### config.mk
export PLATFORM = sky130hd
export DESIGN_NAME = knomial_tree_peer_calc_core
export DESIGN_NICKNAME = d
export VERILOG_FILES = /design/src/rtl/kntpc_pkg.sv /design/src/rtl/kntpc_div.sv /design/src/rtl/knomial_tree_peer_calc_core.sv
export SDC_FILE = /design/constraint.sdc
export NUM_CORES = 1
export LEC_CHECK = 0
export BUFFER_PORTS_ARGS = -buffer_cell sky130_fd_sc_hd__buf_4
export CAP_MARGIN = 5
export CELL_PAD_IN_SITES_DETAIL_PLACEMENT = 0
export CELL_PAD_IN_SITES_GLOBAL_PLACEMENT = 1
export CORE_ASPECT_RATIO = 0.75
export CORE_MARGIN = 4
export CORE_UTILIZATION = 35
export DETAILED_ROUTE_END_ITERATION = 12
export PLACE_DENSITY_LB_ADDON = 0.1
export SETUP_SLACK_MARGIN = 0.4
export SYNTH_ARGS = -nofsm -noshare
export SYNTH_HDL_FRONTEND = slang
export SYNTH_SLANG_ARGS = --single-unit
### constraint.sdc
create_clock -name clk -period 5.9 [get_ports clk]
set_clock_uncertainty 0.2 [all_clocks]
set_input_delay 1.18 -clock clk [delete_from_list [all_inputs] [get_ports clk]]
set_output_delay 1.18 -clock clk [all_outputs]
set_load 0.03 [all_outputs]
### src/rtl/kntpc_pkg.sv
// shared constants, types and helpers for the k-nomial tree peer calculator
package kntpc_pkg;

	localparam int MAX_RANKS = 64;
	localparam int RANK_W    = 6;
	localparam int CNT_W     = 7;
	localparam int DIST_W    = 12;
	localparam int LVL_N     = 6;
	localparam int LVL_W     = 3;

	localparam logic FUNC_FANIN  = 1'b1;
	localparam logic KIND_PARENT = 1'b0;
	localparam logic KIND_CHILD  = 1'b1;

	localparam logic REG_GROUP_SIZE = 1'b0;
	localparam logic REG_TREE_RADIX = 1'b1;

	typedef enum logic [7:0] {
		ST_IDLE  = 8'b0000_0001,
		ST_PREP  = 8'b0000_0010,
		ST_LVL   = 8'b0000_0100,
		ST_DIVW  = 8'b0000_1000,
		ST_PAR   = 8'b0001_0000,
		ST_LOAD  = 8'b0010_0000,
		ST_WALK  = 8'b0100_0000,
		ST_FLUSH = 8'b1000_0000
	} state_t;

	typedef struct packed {
		logic              start;
		logic [RANK_W-1:0] dividend;
		logic [CNT_W-1:0]  divisor;
	} div_req_t;

	typedef struct packed {
		logic              done;
		logic [RANK_W-1:0] quo;
		logic [RANK_W-1:0] rem;
	} div_rsp_t;

	// virtual rank back to real rank, both operands below n
	function automatic logic [RANK_W-1:0] mod_add(input logic [CNT_W-1:0] a,
			input logic [CNT_W-1:0] b, input logic [CNT_W-1:0] n);
		logic [CNT_W:0] s;
		logic [CNT_W:0] t;
		s = {1'b0, a} + {1'b0, b};
		t = (s >= {1'b0, n}) ? (s - {1'b0, n}) : s;
		return t[RANK_W-1:0];
	endfunction

endpackage

### src/rtl/kntpc_div.sv
// bit-serial restoring divider, one quotient bit per cycle
module kntpc_div import kntpc_pkg::*; (
	input  logic     clk,
	input  logic     arst_n,
	input  div_req_t req,
	output div_rsp_t rsp
);

	logic [RANK_W-1:0] num_q;
	logic [RANK_W-1:0] quo_q;
	logic [CNT_W-1:0]  rem_q;
	logic [CNT_W-1:0]  den_q;
	logic [LVL_W-1:0]  cnt_q;
	logic              run_q;
	logic              done_q;
	logic [CNT_W:0]    trial;
	logic              ge;

	assign trial = {rem_q, num_q[RANK_W-1]};
	assign ge    = trial >= {1'b0, den_q};

	always_ff @(posedge clk or negedge arst_n) begin
		if (!arst_n) begin
			run_q  <= 1'b0;
			done_q <= 1'b0;
			cnt_q  <= '0;
		end else begin
			done_q <= 1'b0;
			if (req.start) begin
				run_q <= 1'b1;
				cnt_q <= '0;
			end else if (run_q) begin
				cnt_q <= cnt_q + 1'b1;
				if (cnt_q == LVL_W'(RANK_W - 1)) begin
					run_q  <= 1'b0;
					done_q <= 1'b1;
				end
			end
		end
	end

	always_ff @(posedge clk) begin
		if (req.start) begin
			num_q <= req.dividend;
			den_q <= req.divisor;
			rem_q <= '0;
			quo_q <= '0;
		end else if (run_q) begin
			num_q <= {num_q[RANK_W-2:0], 1'b0};
			quo_q <= {quo_q[RANK_W-2:0], ge};
			rem_q <= ge ? CNT_W'(trial - {1'b0, den_q}) : trial[CNT_W-1:0];
		end
	end

	assign rsp.done = done_q;
	assign rsp.quo  = quo_q;
	assign rsp.rem  = rem_q[RANK_W-1:0];

endmodule

### src/rtl/knomial_tree_peer_calc_core.sv
// k-nomial tree peer calculator: register port, sequencer and result output
// error and one-rank requests strobe straight out of ST_PREP; otherwise the
// parent strobes from ST_PAR after an ST_LVL/ST_DIVW pass per tree level through the divider;
// children then follow one per cycle within a level, with ST_LOAD and an end ST_WALK per level
// and ST_FLUSH for the last; one request is taken at a time and busy is high meanwhile
// reset: asynchronous, group_size and tree_radix return to 2; results cannot be stalled
module knomial_tree_peer_calc_core import kntpc_pkg::*; (
	input  logic              clk,
	input  logic              arst_n,
	input  logic              start,
	output logic              busy,
	input  logic              func,
	input  logic [RANK_W-1:0] root_rank,
	input  logic [RANK_W-1:0] own_rank,
	output logic              valid,
	output logic              entry_kind,
	output logic              peer_valid,
	output logic [RANK_W-1:0] peer_rank,
	output logic [RANK_W-1:0] child_index,
	output logic              last,
	output logic              bad_request,
	input  logic              psel,
	input  logic              penable,
	input  logic              pwrite,
	input  logic [2:0]        paddr,
	input  logic [31:0]       pwdata,
	output logic [31:0]       prdata,
	output logic              pready
);

	logic [CNT_W-1:0]  gsize_q;
	logic [CNT_W-1:0]  radix_q;
	logic [CNT_W-1:0]  n_eff;
	logic [CNT_W-1:0]  r_eff;

	state_t            state_q;
	logic              func_q;
	logic [RANK_W-1:0] root_q;
	logic [RANK_W-1:0] rank_q;
	logic [CNT_W-1:0]  n_q;
	logic [CNT_W-1:0]  r_q;
	logic [RANK_W-1:0] vrank_q;
	logic [DIST_W-1:0] dist_q;
	logic [RANK_W-1:0] q_q;
	logic [LVL_W-1:0]  nl_q;
	logic [RANK_W-1:0] pv_q;
	logic              hasp_q;
	logic [RANK_W-1:0] lvl_q [LVL_N];
	logic [LVL_W-1:0]  lv_q;
	logic [RANK_W-1:0] dc_q;
	logic [CNT_W-1:0]  vp_q;
	logic [CNT_W-1:0]  i_q;
	logic [RANK_W-1:0] kidx_q;
	logic [RANK_W-1:0] pend_q;
	logic [RANK_W-1:0] pendi_q;

	logic              valid_q;
	logic              kind_q;
	logic              pvld_q;
	logic [RANK_W-1:0] peer_q;
	logic [RANK_W-1:0] idx_q;
	logic              last_q;
	logic              bad_q;

	div_req_t          dreq;
	div_rsp_t          drsp;
	logic              wr_en;
	logic              has_kids;
	logic              lv_final;
	logic [DIST_W-1:0] prod;

	kntpc_div u_div (
		.clk    (clk),
		.arst_n (arst_n),
		.req    (dreq),
		.rsp    (drsp)
	);

	// effective group size and radix
	always_comb begin
		n_eff = (gsize_q > CNT_W'(MAX_RANKS)) ? CNT_W'(MAX_RANKS) : gsize_q;
		r_eff = (radix_q < CNT_W'(2)) ? CNT_W'(2) : radix_q;
		if (r_eff > n_eff) begin
			r_eff = n_eff;
		end
	end

	assign wr_en  = psel && penable && pwrite;
	assign pready = 1'b1;
	assign prdata = (paddr[2] == REG_TREE_RADIX) ? {25'd0, radix_q} : {25'd0, gsize_q};

	always_ff @(posedge clk or negedge arst_n) begin
		if (!arst_n) begin
			gsize_q <= CNT_W'(2);
			radix_q <= CNT_W'(2);
		end else if (wr_en) begin
			if (paddr[2] == REG_TREE_RADIX) begin
				radix_q <= pwdata[CNT_W-1:0];
			end else begin
				gsize_q <= pwdata[CNT_W-1:0];
			end
		end
	end

	assign busy     = (state_q != ST_IDLE);
	assign has_kids = (nl_q != '0) && ({1'b0, vrank_q} + 1'b1 < n_q);
	assign lv_final = (func_q == FUNC_FANIN) ? (lv_q == nl_q - 1'b1) : (lv_q == '0);
	assign prod     = DIST_W'(drsp.rem) * dist_q;

	assign dreq.start    = (state_q == ST_LVL) && (dist_q < DIST_W'(n_q));
	assign dreq.dividend = q_q;
	assign dreq.divisor  = r_q;

	always_ff @(posedge clk or negedge arst_n) begin
		if (!arst_n) begin
			state_q <= ST_IDLE;
			valid_q <= 1'b0;
		end else begin
			valid_q <= 1'b0;
			unique case (state_q)
				ST_IDLE: begin
					if (start) begin
						state_q <= ST_PREP;
					end
				end
				ST_PREP: begin
					if ({1'b0, root_q} >= n_q || {1'b0, rank_q} >= n_q || n_q == CNT_W'(1)) begin
						valid_q <= 1'b1;
						state_q <= ST_IDLE;
					end else begin
						state_q <= ST_LVL;
					end
				end
				ST_LVL: begin
					state_q <= (dist_q < DIST_W'(n_q)) ? ST_DIVW : ST_PAR;
				end
				ST_DIVW: begin
					if (drsp.done) begin
						state_q <= (drsp.rem != '0) ? ST_PAR : ST_LVL;
					end
				end
				ST_PAR: begin
					valid_q <= 1'b1;
					state_q <= has_kids ? ST_LOAD : ST_IDLE;
				end
				ST_LOAD: begin
					state_q <= ST_WALK;
				end
				ST_WALK: begin
					if (i_q < r_q && vp_q < n_q) begin
						valid_q <= (kidx_q != '0);
					end else begin
						state_q <= lv_final ? ST_FLUSH : ST_LOAD;
					end
				end
				ST_FLUSH: begin
					valid_q <= 1'b1;
					state_q <= ST_IDLE;
				end
				default: begin
					state_q <= ST_IDLE;
				end
			endcase
		end
	end

	always_ff @(posedge clk) begin
		unique case (state_q)
			ST_IDLE: begin
				func_q <= func;
				root_q <= root_rank;
				rank_q <= own_rank;
				n_q    <= n_eff;
				r_q    <= r_eff;
			end
			ST_PREP: begin
				kind_q <= KIND_PARENT;
				pvld_q <= 1'b0;
				peer_q <= '0;
				idx_q  <= '0;
				last_q <= 1'b1;
				bad_q  <= ({1'b0, root_q} >= n_q || {1'b0, rank_q} >= n_q);
				vrank_q <= (rank_q >= root_q) ? (rank_q - root_q)
					: RANK_W'(CNT_W'(rank_q) + n_q - CNT_W'(root_q));
				q_q    <= (rank_q >= root_q) ? (rank_q - root_q)
					: RANK_W'(CNT_W'(rank_q) + n_q - CNT_W'(root_q));
				dist_q <= DIST_W'(1);
				nl_q   <= '0;
				hasp_q <= 1'b0;
			end
			ST_LVL: begin
			end
			ST_DIVW: begin
				if (drsp.done) begin
					if (drsp.rem != '0) begin
						pv_q   <= vrank_q - prod[RANK_W-1:0];
						hasp_q <= 1'b1;
					end else begin
						lvl_q[nl_q] <= dist_q[RANK_W-1:0];
						nl_q        <= nl_q + 1'b1;
						q_q         <= drsp.quo;
						dist_q      <= DIST_W'(dist_q * DIST_W'(r_q));
					end
				end
			end
			ST_PAR: begin
				kind_q <= KIND_PARENT;
				pvld_q <= hasp_q;
				peer_q <= hasp_q ? mod_add(CNT_W'(pv_q), CNT_W'(root_q), n_q) : '0;
				idx_q  <= '0;
				last_q <= !has_kids;
				bad_q  <= 1'b0;
				lv_q   <= (func_q == FUNC_FANIN) ? '0 : nl_q - 1'b1;
				kidx_q <= '0;
			end
			ST_LOAD: begin
				dc_q <= lvl_q[lv_q];
				vp_q <= CNT_W'(vrank_q) + CNT_W'(lvl_q[lv_q]);
				i_q  <= CNT_W'(1);
			end
			ST_WALK: begin
				if (i_q < r_q && vp_q < n_q) begin
					// the previous child goes out now that another one follows
					kind_q  <= KIND_CHILD;
					pvld_q  <= 1'b1;
					peer_q  <= pend_q;
					idx_q   <= pendi_q;
					last_q  <= 1'b0;
					bad_q   <= 1'b0;
					pend_q  <= mod_add(vp_q, CNT_W'(root_q), n_q);
					pendi_q <= kidx_q;
					kidx_q  <= kidx_q + 1'b1;
					i_q     <= i_q + 1'b1;
					vp_q    <= vp_q + CNT_W'(dc_q);
				end else begin
					lv_q <= (func_q == FUNC_FANIN) ? lv_q + 1'b1 : lv_q - 1'b1;
				end
			end
			ST_FLUSH: begin
				kind_q <= KIND_CHILD;
				pvld_q <= 1'b1;
				peer_q <= pend_q;
				idx_q  <= pendi_q;
				last_q <= 1'b1;
				bad_q  <= 1'b0;
			end
			default: begin
			end
		endcase
	end

	assign valid       = valid_q;
	assign entry_kind  = kind_q;
	assign peer_valid  = pvld_q;
	assign peer_rank   = peer_q;
	assign child_index = idx_q;
	assign last        = last_q;
	assign bad_request = bad_q;

endmodule
Yosys cells after proc, flatten, opt, wreduce, memory -nomap -nowiden --
Memory sizes are Yosys's and may differ from the RTL's. A register that Yosys moved wholly into a read port is not among the register bits. Index checks and enable logic that the tools add are counted.
Word-level totals: flip-flop bits (word level) 172, memory bits (writable) 36, input port bits 54, word-level logic and storage cells 195, memories kept 1
Operators by class: $add $sub $neg 19, multipliers 2, magnitude comparators 13, equal/unequal tests 18, mux-type cells 69, bitwise logic cells 1, reduce and logical (&&, ||, !) cells 37
Memory list:
- lvl_q | depth 6, width 6, read ports 1, clocked after memory_dff 1, write ports 1, line knomial_tree_peer_calc_core.sv:48 | logic [RANK_W-1:0] lvl_q [LVL_N];
Operator list (count):
- 6-bit two-way mux | 12
- 8-bit case mux with 7 select lines | 1
- 7-bit two-way mux | 7
- 8-bit two-way mux | 4
- 6-bit subtractor | 5
- 7-bit case mux with 2 select lines | 2
- 3-bit two-way mux | 9
- 12-bit two-way mux | 2
- 12-bit case mux with 2 select lines | 1
- 6-bit case mux with 2 select lines | 2
- 6-bit case mux with 4 select lines | 1
- 7-bit less-than comparator | 3
- 2-bit AND reduction | 10
- 6-bit case mux with 3 select lines | 1
- 1-bit two-way mux | 17
- 8-bit by 7-bit greater-or-equal comparator with 1-bit output | 2
- 6-bit by 6-bit adder with 7-bit output | 2
- 6-bit by 7-bit greater-or-equal comparator with 1-bit output | 2
- 12-bit by 7-bit less-than comparator with 1-bit output | 1
- 12-bit by 7-bit multiplier with 12-bit output | 1
- 6-bit by 12-bit multiplier with 6-bit output | 1
- 1-bit case mux with 3 select lines | 4
- 3-bit case mux with 2 select lines | 2
- 3-bit AND reduction | 4
- 41 further kinds | 63

Longest topological paths before layout --
word-level depth 6, gate-level depth with buffers 17, mapped depth without buffers 16

Modules after synthesis --
A second synthesis with hierarchy kept.
Second synthesis, totals: cells, all modules 1307, area total of the unflattened synthesis 14488.9 µm²
Modules (own cells, without submodules):
- knomial_tree_peer_calc_core | times used 1, cells each 1159, area an instance 12862.3 µm²
- kntpc_div | times used 1, cells each 148, area an instance 1626.6 µm²

Worst setup path before layout --
OpenSTA, ideal clock, no wires.
kind register -> register, from register dist_q[0], to register dist_q[10] (data pin), data arrival time 4202 ps, setup slack 1238 ps, cell stages (with the launch flop) 16, path buffers 1, clock period less this slack 4662 ps, cell sequence edfxtp_1 -> clkbuf_1 -> nand2_1 -> fa_1 -> fa_1 -> inv_1 -> fa_1 -> inv_1 -> fa_1 -> inv_1 -> ha_1 -> inv_1 -> o21ai_0 -> a2111oi_0 -> o21ai_0 -> nor3b_1
Between the ends: word-level cells in the longest chain between the ends 4
Ends and longest elaborated chain:
- start, declared | line knomial_tree_peer_calc_core.sv:43 | logic [DIST_W-1:0] dist_q;
- start signal, assigned | line knomial_tree_peer_calc_core.sv:202 | dist_q <= DIST_W'(dist_q * DIST_W'(r_q));
- 12-bit by 7-bit multiplier with 12-bit output | line knomial_tree_peer_calc_core.sv:202
- 12-bit two-way mux | line knomial_tree_peer_calc_core.sv:195 | if (drsp.rem != '0) begin
- 12-bit two-way mux | line knomial_tree_peer_calc_core.sv:194 | if (drsp.done) begin
- 12-bit case mux with 2 select lines | line knomial_tree_peer_calc_core.sv:168 | unique case (state_q)
Every way passes these cells. The select of a mux whose other input is x is not followed. A chain may end at the register's enable or synchronous reset.

Worst setup path after layout --
from register r_q[3], to register dist_q[10] (data pin)
Between the ends: word-level cells in the longest chain between the ends 4
Ends and longest elaborated chain:
- start, declared | line knomial_tree_peer_calc_core.sv:41 | logic [CNT_W-1:0] r_q;
- start signal, assigned | line knomial_tree_peer_calc_core.sv:174 | r_q <= r_eff;
- 12-bit by 7-bit multiplier with 12-bit output | line knomial_tree_peer_calc_core.sv:202
- 12-bit two-way mux | line knomial_tree_peer_calc_core.sv:195
- 12-bit two-way mux | line knomial_tree_peer_calc_core.sv:194
- 12-bit case mux with 2 select lines | line knomial_tree_peer_calc_core.sv:168
Every way passes these cells. The select of a mux whose other input is x is not followed.

==> metrics.cfg <==
[setup_path]
end_kind=flip-flop
critPathLaunch=r_q[3]$_DFFE_PP_
r2r_slack_ns=0.89
critPathArrivalTime_ns=5.08
worst-path-max-fanout=6
crit_type=flip-flop to flip-flop
crit_required_ns=5.97
start_kind=flip-flop
rr_startpoint=r_q[3]$_DFFE_PP_

[power]
seq_power_share=0.239
p_leak_uw=0.00691
pwr-share-comb=0.614
p_clk_frac=0.146
ir_drop_uv=370
p_sw_uw=4560
swShare=0.440
powerDensity_nw_per_um2=632
power.internal_uw=5810

[synthesis]
synthTopCellsByArea=edfxtp_1, ha_1, fa_1, dfrtp_1, inv_1
synth_area_leader_cell=edfxtp_1
synth-seq-area-share=0.413
synth-simple-area-share=0.127
async_flop_share=0.133
synthMuxAreaShare=0.0587
synthFlopType=edfxtp_1
synth_compound_area_frac=0.100
synthCells=1333
synth_edf_count=167
synth-xor-area-share=0.0500
ys_ff_latch=211
synth_top_family_by_area=adder cells
yosysUniqueCellTypes=77
synth_area_sq_um=14600
avgSynthCellArea_sq_um=11.0
ys_warn_count=0
yosysTopAreaCellShare=0.343
synthAdderAreaFrac=0.192

[floorplan]
rows=64
pin_count=105
core_area_sq_um=41000
die-height_um=185
die_w_um=244
initial_core_util=0.357
die-area_sq_um=45200

[clock_tree]
h-tree-depth=1
cts_tree=yes
cts_root_buffer=clkbuf_16
clock_latency_ns=0.55
holdBufCountCts=0
clock_path_buffers=3
cts_made_buffers=25
cts_sinks=211
cts.clk_slew.worst_paths_ns=0.06

[global_route]
grt.total_usage=0.168
grt_pass1_vias=9835
grt_antenna_before_repair=0
grt_max_degree=34
grt_pass1_wl_mm=58.7
overflow=0

[place]
dp_hpwl_mm=28.2
place_ws_ns=0.805
portBuffers=51
place_congestion=0.812

[routing]
drt-initial-drc-count=589
ant_nets=0
routed_wirelength_mm=37.5
vias=9760
vias_per_cell=4.95
wl_per_cell_um=19.0
drc=0
drt-pass1-iter-count=5

[layout]
areaGrowthSynthToFinish_pct=12.2
fillCellCount=4016
drive_gt1_frac=0.117
final_util=0.400
final_cell_mix=edfxtp_1, ha_1, inv_1
fin_nets=1641
final_common_cell=edfxtp_1

[timing]
clock.fmax_mhz=200
rsz0062_at_grt=false
hold_ws_ns=0.270
period_minus_slack_ns=5.01
fin_crit_sh=0.849
slew_viol_final=0
tightest_slew_ns=1.06
finalHoldViolCount=0
fin_tns_setup_ns=0
layout_setup_ws_ns=0.889
setup_viol=0
relSlewSlack=0.287

[run]
drv_cap=0

[worst_hold_path]
hold_path.class=flip-flop to flip-flop
hold_path.startpoint=u_div.rem_q[6]$_SDFFE_PP0P_

[status]
status=finished, final reports clean

[path summary, 6_finish.rpt]
kind,endpoint,cells after the start
min reg2reg,u_div.rem_q[6]$_SDFFE_PP0P_,2
max in group asynchronous,state_q[0]$_DFFE_PN1P_,1
max,dist_q[10]$_SDFFCE_PN0P_,15
min,u_div.rem_q[6]$_SDFFE_PP0P_,2
min in group asynchronous,u_div.done_q$_DFF_PN0_,1
max reg2reg,dist_q[10]$_SDFFCE_PN0P_,15
[sequential cells by signal, indices dropped and copies added (netlist names), 6 cells and up, named ones only]
register,cells
dc_q,6
state_q,8
vrank_q,6
vp_q,7
rank_q,6
gsize_q,7
u_div.num_q,6
u_div.rem_q,7
pendi_q,6
peer_rank,6
pend_q,6
dist_q,12
r_q,7
root_q,6
i_q,7
lvl_q,36
radix_q,7
n_q,7
child_index,6
q_q,6
u_div.den_q,7
u_div.quo_q,6
pv_q,6
kidx_q,6
[per-layer routing]
layer	global-route usage	vias up	wire, um
li1	-	4794	-
met1	0.265	4803	20000
met2	0.249	132	15800
met3	0.0216	31	1190
met4	0.0289	0	514
met5	0	-	0
[power groups by stage]
stage	sequential [uW]	combinational [uW]	clock, uW
final	2480	6370	1520
after global routing	2530	7310	1630
after CTS	2490	6440	1570
after detailed placement	2520	6380	0
after global placement	2510	6370	0
after floorplan	2340	4930	0
[layout make-up]
type,count,area (sq um),area share
clock inverters,17,165,0.0101
multi-input cells,947,7820,0.476
clock buffers,27,633,0.0386
flip-flops and latches,211,6040,0.368
inverters,138,518,0.0316
repair buffers,71,533,0.0325
well taps,561,702,0.0428
diodes,1,2.50,0.000152
[what timing repair did]
action,4_1_cts,5_1_grt
setup buffers,0,0
endpoints found under the setup margin,0,1
resized for setup,0,1
[critical path, stage by stage, from the launching register on]
cell	delay, ns
edfxtp_1	0.54
and2_1	0.25
fa_1	0.54
inv_1	0.05
fa_1	0.47
inv_1	0.06
fa_1	0.53
inv_1	0.05
fa_1	0.52
inv_1	0.04
ha_1	0.29
inv_1	0.10
o21ai_0	0.16
a2111oi_1	0.63
o21ai_0	0.16
nor3b_1	0.16
[Yosys cell counts (30+ instances only)]
cell	n
xnor2_1	53
ha_1	140
inv_1	136
mux2_2	37
o21ai_0	30
edfxtp_1	167
a21o_1	30
and2_1	68
a21oi_1	58
nor2_1	73
nand2_1	90
fa_1	53
[per-stage QoR]
stage	instance area, sq um	cells	total power [uW]
6_report	16400	1973	10400
3_5_place_dp	15600	1928	8900
4_1_cts	16400	1972	10500
3_3_place_gp	15600	1928	8890
5_1_grt	16400	1972	11500
2_1_floorplan	14700	1357	7270
[cells by family (layout without fill, tap and decap cells)]
family                   after synthesis  count (layout)
AO/OA/AOI/OAI                        219             219
XOR/XNOR                              82              82
adder cells (fa/ha/maj)              193             193
buffers and inverters                199             253
flip-flops                           211             211
multiplexers                          73              73
other                                  2              27
AND/OR/NAND/NOR                      354             354
Power figures use the tool's default switching activity.
